$ cat src/rtl/ksenc_pkg.sv
// ----------------------------------------------------------------------------
// Key escape sequence encoder package
// Shared widths, register indexes, byte constants and the key class type.
// ----------------------------------------------------------------------------
package ksenc_pkg;

  localparam int unsigned KeyW     = 5;
  localparam int unsigned ModW     = 3;
  localparam int unsigned FlagsW   = 4;
  localparam int unsigned CfgIdxW  = 1;
  localparam int unsigned CfgDataW = 4;
  localparam int unsigned MaxSeq   = 8;
  localparam int unsigned PosW     = $clog2(MaxSeq);
  localparam int unsigned LenW     = $clog2(MaxSeq + 1);

  // Configuration register indexes.
  localparam logic [CfgIdxW-1:0] RegCursorApp = 1'b0;
  localparam logic [CfgIdxW-1:0] RegFlags     = 1'b1;

  // Protocol flag bits.
  localparam int unsigned FlagDisambig = 0;
  localparam int unsigned FlagAllKeys  = 3;

  // Byte values.
  localparam logic [7:0] ChEsc    = 8'h1B;
  localparam logic [7:0] ChBrack  = 8'h5B;
  localparam logic [7:0] ChO      = 8'h4F;
  localparam logic [7:0] ChSemi   = 8'h3B;
  localparam logic [7:0] ChU      = 8'h75;
  localparam logic [7:0] ChZ      = 8'h5A;
  localparam logic [7:0] ChTilde  = 8'h7E;
  localparam logic [7:0] ChZero   = 8'h30;
  localparam logic [7:0] ChOne    = 8'h31;

  // Key codes used for classification.
  localparam logic [KeyW-1:0] KeyEnter  = 5'd1;
  localparam logic [KeyW-1:0] KeyTab    = 5'd2;
  localparam logic [KeyW-1:0] KeyBksp   = 5'd3;
  localparam logic [KeyW-1:0] KeyEsc    = 5'd4;
  localparam logic [KeyW-1:0] KeyUp     = 5'd5;
  localparam logic [KeyW-1:0] KeyEnd    = 5'd10;
  localparam logic [KeyW-1:0] KeyIns    = 5'd11;
  localparam logic [KeyW-1:0] KeyPgDn   = 5'd14;
  localparam logic [KeyW-1:0] KeyF1     = 5'd15;
  localparam logic [KeyW-1:0] KeyF4     = 5'd18;
  localparam logic [KeyW-1:0] KeyF5     = 5'd19;
  localparam logic [KeyW-1:0] KeyF12    = 5'd26;

  typedef enum logic [2:0] {
    KIND_NONE,
    KIND_CSI_U,
    KIND_BACKTAB,
    KIND_LEGACY,
    KIND_CURSOR,
    KIND_SS3,
    KIND_TILDE
  } kind_e;

  typedef logic [7:0] byte_t;

endpackage

$ cat src/rtl/key_escape_sequence_encoder_top.sv
// ----------------------------------------------------------------------------
// Key escape sequence encoder
// Turns one key event into the terminal byte sequence for that key.
// ----------------------------------------------------------------------------
// Usage:
//   A request (key_code_i, modifiers_i) is taken at a rising edge with start_i
//   high and busy_o low. Its bytes leave on out_byte_o one per cycle, each
//   marked by out_valid_o for exactly one cycle, the final one also by
//   last_byte_o. Keys without a sequence produce no bytes at all.
//   Configuration is written through cfg_we_i / cfg_idx_i / cfg_data_i: index
//   0 is the cursor application mode, index 1 the keyboard protocol flags. The
//   user must write it only while idle; the block itself does not enforce this.
// Pipeline and throughput:
//   Three register stages (classify, look up, assemble) feed a byte
//   serialiser, which sends one output byte per cycle; a sequence has 1 to
//   8 bytes. Requests may be issued back to back while earlier ones are
//   still in flight; busy_o rises only when every stage holds a request
//   waiting for the serialiser.
// Reset:
//   rst_ni clears all valid bits and both configuration registers. The
//   receiver cannot stall, so bytes are never held back once emitted.
// ----------------------------------------------------------------------------
module key_escape_sequence_encoder_top
  import ksenc_pkg::*;
(
  input  logic                clk_i,
  input  logic                rst_ni,
  input  logic                start_i,
  output logic                busy_o,
  input  logic [KeyW-1:0]     key_code_i,
  input  logic [ModW-1:0]     modifiers_i,
  input  logic                cfg_we_i,
  input  logic [CfgIdxW-1:0]  cfg_idx_i,
  input  logic [CfgDataW-1:0] cfg_data_i,
  output logic                out_valid_o,
  output logic [7:0]          out_byte_o,
  output logic                last_byte_o
);

  // Configuration registers.
  logic              cursor_app_q;
  logic [FlagsW-1:0] flags_q;

  always_ff @(posedge clk_i or negedge rst_ni) begin
    if (!rst_ni) begin
      cursor_app_q <= 1'b0;
      flags_q      <= '0;
    end else if (cfg_we_i) begin
      unique case (cfg_idx_i)
        RegCursorApp: cursor_app_q <= cfg_data_i[0];
        RegFlags:     flags_q      <= cfg_data_i[FlagsW-1:0];
        default: ;
      endcase
    end
  end

  // Handshake chain.
  logic a_valid_q, b_valid_q, c_valid_q, ser_valid_q;
  logic a_ready, b_ready, c_ready, ser_free;
  logic accept;
  logic [PosW-1:0] ser_idx_q, ser_last_q;
  logic [LenW-1:0] c_len_q;

  assign ser_free = !ser_valid_q || (ser_idx_q == ser_last_q);
  assign c_ready  = !c_valid_q || ser_free || (c_len_q == '0);
  assign b_ready  = !b_valid_q || c_ready;
  assign a_ready  = !a_valid_q || b_ready;
  assign busy_o   = !a_ready;
  assign accept   = start_i && a_ready;

  // --------------------------------------------------------------------------
  // Stage A: classify the key.
  // --------------------------------------------------------------------------
  kind_e            a_kind_d, a_kind_q;
  logic [KeyW-1:0]  a_key_q;
  logic [ModW-1:0]  a_mods_q;
  logic             in_modded, route_csi_u;

  assign in_modded   = (modifiers_i != '0);
  assign route_csi_u = flags_q[FlagAllKeys] || (flags_q[FlagDisambig] && in_modded);

  always_comb begin
    a_kind_d = KIND_NONE;
    if (key_code_i >= KeyEnter && key_code_i <= KeyEsc) begin
      if (route_csi_u) begin
        a_kind_d = KIND_CSI_U;
      end else if (key_code_i == KeyTab && modifiers_i[0]) begin
        a_kind_d = KIND_BACKTAB;
      end else begin
        a_kind_d = KIND_LEGACY;
      end
    end else if (key_code_i >= KeyUp && key_code_i <= KeyEnd) begin
      a_kind_d = KIND_CURSOR;
    end else if ((key_code_i >= KeyIns && key_code_i <= KeyPgDn) ||
                 (key_code_i >= KeyF5 && key_code_i <= KeyF12)) begin
      a_kind_d = KIND_TILDE;
    end else if (key_code_i >= KeyF1 && key_code_i <= KeyF4) begin
      a_kind_d = KIND_SS3;
    end
  end

  always_ff @(posedge clk_i or negedge rst_ni) begin
    if (!rst_ni) begin
      a_valid_q <= 1'b0;
    end else if (a_ready) begin
      a_valid_q <= accept;
    end
  end

  always_ff @(posedge clk_i) begin
    if (accept) begin
      a_kind_q <= a_kind_d;
      a_key_q  <= key_code_i;
      a_mods_q <= modifiers_i;
    end
  end

  // --------------------------------------------------------------------------
  // Stage B: look up numbers, letters and prefixes.
  // --------------------------------------------------------------------------
  logic       b_empty_d, b_empty_q;
  logic       b_legacy_d, b_legacy_q;
  byte_t      b_lbyte_d, b_lbyte_q;
  byte_t      b_second_d, b_second_q;
  logic [1:0] b_ndig_d, b_ndig_q;
  byte_t      b_dig_d [3];
  byte_t      b_dig_q [3];
  logic       b_has_mod_d, b_has_mod_q;
  byte_t      b_modch_d, b_modch_q;
  byte_t      b_final_d, b_final_q;

  logic [1:0] k_ndig;
  byte_t      k_dig [3];
  byte_t      k_letter;
  byte_t      k_legacy;
  logic       a_modded;

  assign a_modded = (a_mods_q != '0);

  // Decimal parameter of each key, most significant digit first.
  always_comb begin
    k_ndig   = 2'd0;
    k_dig[0] = ChZero;
    k_dig[1] = ChZero;
    k_dig[2] = ChZero;
    unique case (a_key_q)
      5'd1:  begin k_ndig = 2'd2; k_dig[0] = 8'h31; k_dig[1] = 8'h33; end
      5'd2:  begin k_ndig = 2'd1; k_dig[0] = 8'h39; end
      5'd3:  begin
        k_ndig = 2'd3; k_dig[0] = 8'h31; k_dig[1] = 8'h32; k_dig[2] = 8'h37;
      end
      5'd4:  begin k_ndig = 2'd2; k_dig[0] = 8'h32; k_dig[1] = 8'h37; end
      5'd11: begin k_ndig = 2'd1; k_dig[0] = 8'h32; end
      5'd12: begin k_ndig = 2'd1; k_dig[0] = 8'h33; end
      5'd13: begin k_ndig = 2'd1; k_dig[0] = 8'h35; end
      5'd14: begin k_ndig = 2'd1; k_dig[0] = 8'h36; end
      5'd19: begin k_ndig = 2'd2; k_dig[0] = 8'h31; k_dig[1] = 8'h35; end
      5'd20: begin k_ndig = 2'd2; k_dig[0] = 8'h31; k_dig[1] = 8'h37; end
      5'd21: begin k_ndig = 2'd2; k_dig[0] = 8'h31; k_dig[1] = 8'h38; end
      5'd22: begin k_ndig = 2'd2; k_dig[0] = 8'h31; k_dig[1] = 8'h39; end
      5'd23: begin k_ndig = 2'd2; k_dig[0] = 8'h32; k_dig[1] = 8'h30; end
      5'd24: begin k_ndig = 2'd2; k_dig[0] = 8'h32; k_dig[1] = 8'h31; end
      5'd25: begin k_ndig = 2'd2; k_dig[0] = 8'h32; k_dig[1] = 8'h33; end
      5'd26: begin k_ndig = 2'd2; k_dig[0] = 8'h32; k_dig[1] = 8'h34; end
      default: ;
    endcase
  end

  always_comb begin
    k_letter = 8'h41;
    k_legacy = 8'h0D;
    unique case (a_key_q)
      5'd1:  k_legacy = 8'h0D;
      5'd2:  k_legacy = 8'h09;
      5'd3:  k_legacy = 8'h7F;
      5'd4:  k_legacy = 8'h1B;
      5'd5:  k_letter = 8'h41;
      5'd6:  k_letter = 8'h42;
      5'd7:  k_letter = 8'h43;
      5'd8:  k_letter = 8'h44;
      5'd9:  k_letter = 8'h48;
      5'd10: k_letter = 8'h46;
      5'd15: k_letter = 8'h50;
      5'd16: k_letter = 8'h51;
      5'd17: k_letter = 8'h52;
      5'd18: k_letter = 8'h53;
      default: ;
    endcase
  end

  always_comb begin
    b_empty_d   = 1'b0;
    b_legacy_d  = 1'b0;
    b_lbyte_d   = k_legacy;
    b_second_d  = ChBrack;
    b_ndig_d    = 2'd0;
    b_dig_d[0]  = k_dig[0];
    b_dig_d[1]  = k_dig[1];
    b_dig_d[2]  = k_dig[2];
    b_has_mod_d = 1'b0;
    b_modch_d   = ChOne + {5'd0, a_mods_q};
    b_final_d   = ChU;
    unique case (a_kind_q)
      KIND_NONE: b_empty_d = 1'b1;
      KIND_CSI_U: begin
        b_ndig_d    = k_ndig;
        b_has_mod_d = a_modded;
      end
      KIND_BACKTAB: b_final_d = ChZ;
      KIND_LEGACY:  b_legacy_d = 1'b1;
      KIND_CURSOR, KIND_SS3: begin
        b_final_d = k_letter;
        if (a_modded) begin
          // Modified form is CSI 1 ; mod letter.
          b_ndig_d    = 2'd1;
          b_dig_d[0]  = ChOne;
          b_has_mod_d = 1'b1;
        end else if (a_kind_q == KIND_SS3 || cursor_app_q) begin
          b_second_d = ChO;
        end
      end
      KIND_TILDE: begin
        b_ndig_d    = k_ndig;
        b_has_mod_d = a_modded;
        b_final_d   = ChTilde;
      end
      default: b_empty_d = 1'b1;
    endcase
  end

  always_ff @(posedge clk_i or negedge rst_ni) begin
    if (!rst_ni) begin
      b_valid_q <= 1'b0;
    end else if (b_ready) begin
      b_valid_q <= a_valid_q;
    end
  end

  always_ff @(posedge clk_i) begin
    if (b_ready && a_valid_q) begin
      b_empty_q   <= b_empty_d;
      b_legacy_q  <= b_legacy_d;
      b_lbyte_q   <= b_lbyte_d;
      b_second_q  <= b_second_d;
      b_ndig_q    <= b_ndig_d;
      b_dig_q     <= b_dig_d;
      b_has_mod_q <= b_has_mod_d;
      b_modch_q   <= b_modch_d;
      b_final_q   <= b_final_d;
    end
  end

  // --------------------------------------------------------------------------
  // Stage C: assemble the byte string and its length.
  // --------------------------------------------------------------------------
  byte_t           c_seq_d [MaxSeq];
  byte_t           c_seq_q [MaxSeq];
  logic [LenW-1:0] c_len_d;
  logic [PosW-1:0] pos;

  always_comb begin
    for (int i = 0; i < MaxSeq; i++) begin
      c_seq_d[i] = ChZero;
    end
    pos     = '0;
    c_len_d = '0;
    if (b_empty_q) begin
      c_len_d = '0;
    end else if (b_legacy_q) begin
      c_seq_d[0] = b_lbyte_q;
      c_len_d    = LenW'(1);
    end else begin
      c_seq_d[0] = ChEsc;
      c_seq_d[1] = b_second_q;
      pos        = PosW'(2);
      for (int i = 0; i < 3; i++) begin
        if (2'(i) < b_ndig_q) begin
          c_seq_d[pos] = b_dig_q[i];
          pos          = pos + PosW'(1);
        end
      end
      if (b_has_mod_q) begin
        c_seq_d[pos]            = ChSemi;
        c_seq_d[pos + PosW'(1)] = b_modch_q;
        pos                     = pos + PosW'(2);
      end
      c_seq_d[pos] = b_final_q;
      c_len_d      = {1'b0, pos} + LenW'(1);
    end
  end

  always_ff @(posedge clk_i or negedge rst_ni) begin
    if (!rst_ni) begin
      c_valid_q <= 1'b0;
      c_len_q   <= '0;
    end else if (c_ready) begin
      c_valid_q <= b_valid_q;
      if (b_valid_q) begin
        c_len_q <= c_len_d;
      end
    end
  end

  always_ff @(posedge clk_i) begin
    if (c_ready && b_valid_q) begin
      c_seq_q <= c_seq_d;
    end
  end

  // --------------------------------------------------------------------------
  // Serialiser: one byte per cycle. Empty sequences are dropped in stage C.
  // --------------------------------------------------------------------------
  byte_t ser_seq_q [MaxSeq];
  logic  ser_load;

  assign ser_load = ser_free && c_valid_q && (c_len_q != '0);

  always_ff @(posedge clk_i or negedge rst_ni) begin
    if (!rst_ni) begin
      ser_valid_q <= 1'b0;
      ser_idx_q   <= '0;
      ser_last_q  <= '0;
    end else if (!ser_free) begin
      ser_idx_q <= ser_idx_q + PosW'(1);
    end else if (ser_load) begin
      ser_valid_q <= 1'b1;
      ser_idx_q   <= '0;
      ser_last_q  <= PosW'(c_len_q - LenW'(1));
    end else begin
      ser_valid_q <= 1'b0;
    end
  end

  always_ff @(posedge clk_i) begin
    if (ser_load) begin
      ser_seq_q <= c_seq_q;
    end
  end

  assign out_valid_o = ser_valid_q;
  assign out_byte_o  = ser_seq_q[ser_idx_q];
  assign last_byte_o = ser_valid_q && (ser_idx_q == ser_last_q);

endmodule

$ cat config.mk
export PLATFORM = sky130hd
export DESIGN_NAME = key_escape_sequence_encoder_top
export DESIGN_NICKNAME = d
export VERILOG_FILES = /design/src/rtl/ksenc_pkg.sv /design/src/rtl/key_escape_sequence_encoder_top.sv
export SDC_FILE = /design/constraint.sdc
export NUM_CORES = 1
export LEC_CHECK = 0
export BUFFER_PORTS_ARGS = -buffer_cell sky130_fd_sc_hd__buf_4
export CAP_MARGIN = 40
export CORE_MARGIN = 2
export CORE_UTILIZATION = 65
export CTS_CLUSTER_SIZE = 28
export DETAILED_ROUTE_END_ITERATION = 16
export MAX_ROUTING_LAYER = met4
export PLACE_DENSITY = 0.86
export SLEW_MARGIN = 20
export SYNTH_ARGS = -nofsm -noshare
export SYNTH_HDL_FRONTEND = slang
export SYNTH_SLANG_ARGS = --single-unit
$ cat constraint.sdc
create_clock -name clk_i -period 6.3 [get_ports clk_i]
set_input_delay 0.315 -clock clk_i [delete_from_list [all_inputs] [get_ports clk_i]]
set_output_delay 0.315 -clock clk_i [all_outputs]
set_load 0.01 [all_outputs]
==> impl_metrics.ini <==
[worst_setup_path]
rrSetupSlack_ns = 3.10
slowest_delay_ns = 0.75
path_delay_family = adder cells
crit_chain = inv_1 > ha_1 > ha_1 > inv_1 > o31ai_1 > o221ai_1 > o211a_1
path_buf_inv = 2
path_class = reg2reg
worst-path-max-fanout = 23
cp-end-kind = flip-flop
cp-start-kind = flip-flop
cp.arrival_ns = 3.39
crit_required_ns = 6.49
rr_startpoint = b_ndig_q[1]
r2r_end = c_seq_q[50]
reg2regPathDepth = 7
slowest_stage = ha_1

[sta]
slew_viol_final = 0
period_minus_slack_ns = 3.20
slew_headroom_pct = 43.7
fin_tns_setup_ns = 0
setup_ws_ns = 3.10
fmax_mhz = 312
fin_crit_sh_pct = 50.8
hold_violations = 0
setup_viol = 0
final.setup_skew_ns = 0.00905
worst_slew_pin_slew_ns = 0.844
rsz0062_at_grt = false

[die]
die_area_um2 = 13200
row_count = 40
die_h_um = 115
io_pins = 28
core_um2 = 12000
start_util_pct = 66.4
fp.dieW_um = 115

[power_and_ir_drop]
p_leak_uw = 0.00310
ir_worst_vdd_uv = 324
cellPowerDensity_nw_per_um2 = 602
finalPower_uw = 5290

[clocking]
clk_pin_slew_ns = 0.06
cts.sinks = 169
clock_latency_ns = 0.43
numCtsBuffers = 17
cts-htree-levels = 4
tritoncts = yes
cts_buffer_depth = 2
clockRootBuffer = clkbuf_16

[min_path]
hp-class = in2reg
hold_end = a_mods_q[2]
hold_path_startpoint = modifiers_i[2]
whs_path_depth = 1

[synthesis]
synthFlopType = edfxtp_1
yosysUniqueCellTypes = 70
synth_seq_cells = 169
syn_nets = 667
synthTopCellsByArea = edfxtp_1 (57%), dfrtp_1 (5.3%), mux4_2 (4.0%)
seq_area_frac_synth_pct = 62.6
synth-warning-count = 0
synth_top_area_share_pct = 57.2
yosys.area.top_type = edfxtp_1
synth_edf_count = 152
synthTopCellsByCount = edfxtp_1 (152), nand2_1 (68), nor2_1 (42)
syn_inst = 634
async_reset_ff_share_pct = 10.1
avgSynthCellArea_um2 = 12.6
yosysMostFrequentCell = edfxtp_1
syn_area_um2 = 7970

[place]
dpl_worst_slack_ns = 3.19
io_buffer_count = 24
gp_congestion = 0.926
dp_hpwl_um = 11400

[global_route]
grt_start_max_net_pins = 57
grt_antenna_before_repair = 0
grt_overflow_total = 0
track_usage_pct = 27.4
grt_pass1_vias = 5002
grt_pass1_wl_um = 26000

[routing]
drt-initial-drc-count = 721
first_pass_iters = 5
postRouteWirelength_um = 16900
via_count = 5237
ant_nets = 0
detail_route.wl_per_cell_um = 20.9
viasPerCell = 6.48
route.detailed.drc = 0

[final_layout]
antenna_cells = 0
area_growth_pct = 10.3
final_util_pct = 73.3
finalNetCount = 681
drive_gt1_share_pct = 15.9

[outcome]
status = complete, no violations

[run]
cap_violations = 0
metrics by stage:
step                cells  area, um2  hold slack (ns)
floorplan             634       7970           0.0194
global placement      772       8220            0.184
detailed placement    774       8240            0.192
CTS                   807       8780           0.0617
global route          808       8800           0.0695
finish                808       8800           0.0794
where the power goes:
group          switching (uW)  leakage (uW)  internal, uW  total, uW
Sequential                359       0.00159          1970       2330
Combinational            1300       0.00126           727       2030
Clock                     436      0.000254           505        941
Total                    2090       0.00310          3200       5290
worst max-delay path by stage:
stage	start	endpoint	slack (ns)	cells after the start
after floorplan	c_len_q[0]	b_dig_q[10]	2.34	6
after global placement	b_ndig_q[1]	c_seq_q[50]	3.22	6
after detailed placement	b_ndig_q[1]	c_seq_q[50]	3.19	7
after CTS	b_ndig_q[1]	c_seq_q[50]	3.16	7
after global routing	b_ndig_q[1]	c_seq_q[50]	2.84	6
final	b_ndig_q[1]	c_seq_q[50]	3.10	7
cells by family after synthesis:
family | share of synthesized area [%]
AO/OA/AOI/OAI | 12.1
XOR/XNOR | 1.40
adder cells (fa/ha/maj) | 2.51
buffers and inverters | 3.25
flip-flops | 62.6
multiplexers | 5.73
other | 0.0470
AND/OR/NAND/NOR | 12.4
worst reg2reg max path, cell delays in order (launching register included):
cell and delay, ns:
edfxtp_1 0.58, inv_1 0.25, ha_1 0.26, ha_1 0.75, inv_1 0.20, o31ai_1 0.54, o221ai_1 0.22, o211a_1 0.16
final cells by class:
class	count	area, um2
Tap cell	147	184
Clock inverter	14	101
Fill cell	763	3210
Inverter	28	105
Timing Repair Buffer	32	260
Multi-Input combinational cell	400	2730
Clock buffer	18	429
Sequential cell	169	4990
state kept, by name (all words and copies together), names as in the netlist, 4 cells and up:
name / cells
ser_seq_q: 56
a_key_q: 5
b_dig_q: 9
b_modch_q: 4
b_final_q: 6
c_seq_q: 56
c_len_q: 4
layout by cell type, fill, tap and decap left out, types with 6 or more instances in the layout:
cell type,instances
nand3_1,21
dfrtp_1,17
a31oi_1,11
a21oi_1,40
nand2b_1,11
inv_1,25
ha_1,16
nor2b_1,13
o21ai_0,27
and3_1,7
o22ai_1,6
mux4_2,14
clkbuf_16,17
nor2_1,42
edfxtp_1,152
nand2_1,68
nor3_1,12
buf_4,28
a22oi_1,6
timing repair:
| item | in CTS | in global routing |
|---|---|---|
| hold buffers | 1 | 0 |
| setup buffers | 0 | 0 |
| hold endpoints to repair | 17 | 0 |
| resized for setup | 0 | 0 |
per-layer routing:
metal  track usage, %  share of wire (%)  vias up
met3             5.43                6.6       40
met4             10.8                2.3        0
met5                -                  0        -
met2             45.2                 51      235
li1                 -                  -     2412
met1             33.6                 40     2550
No activity file was read; power rests on OpenSTA's default activity.
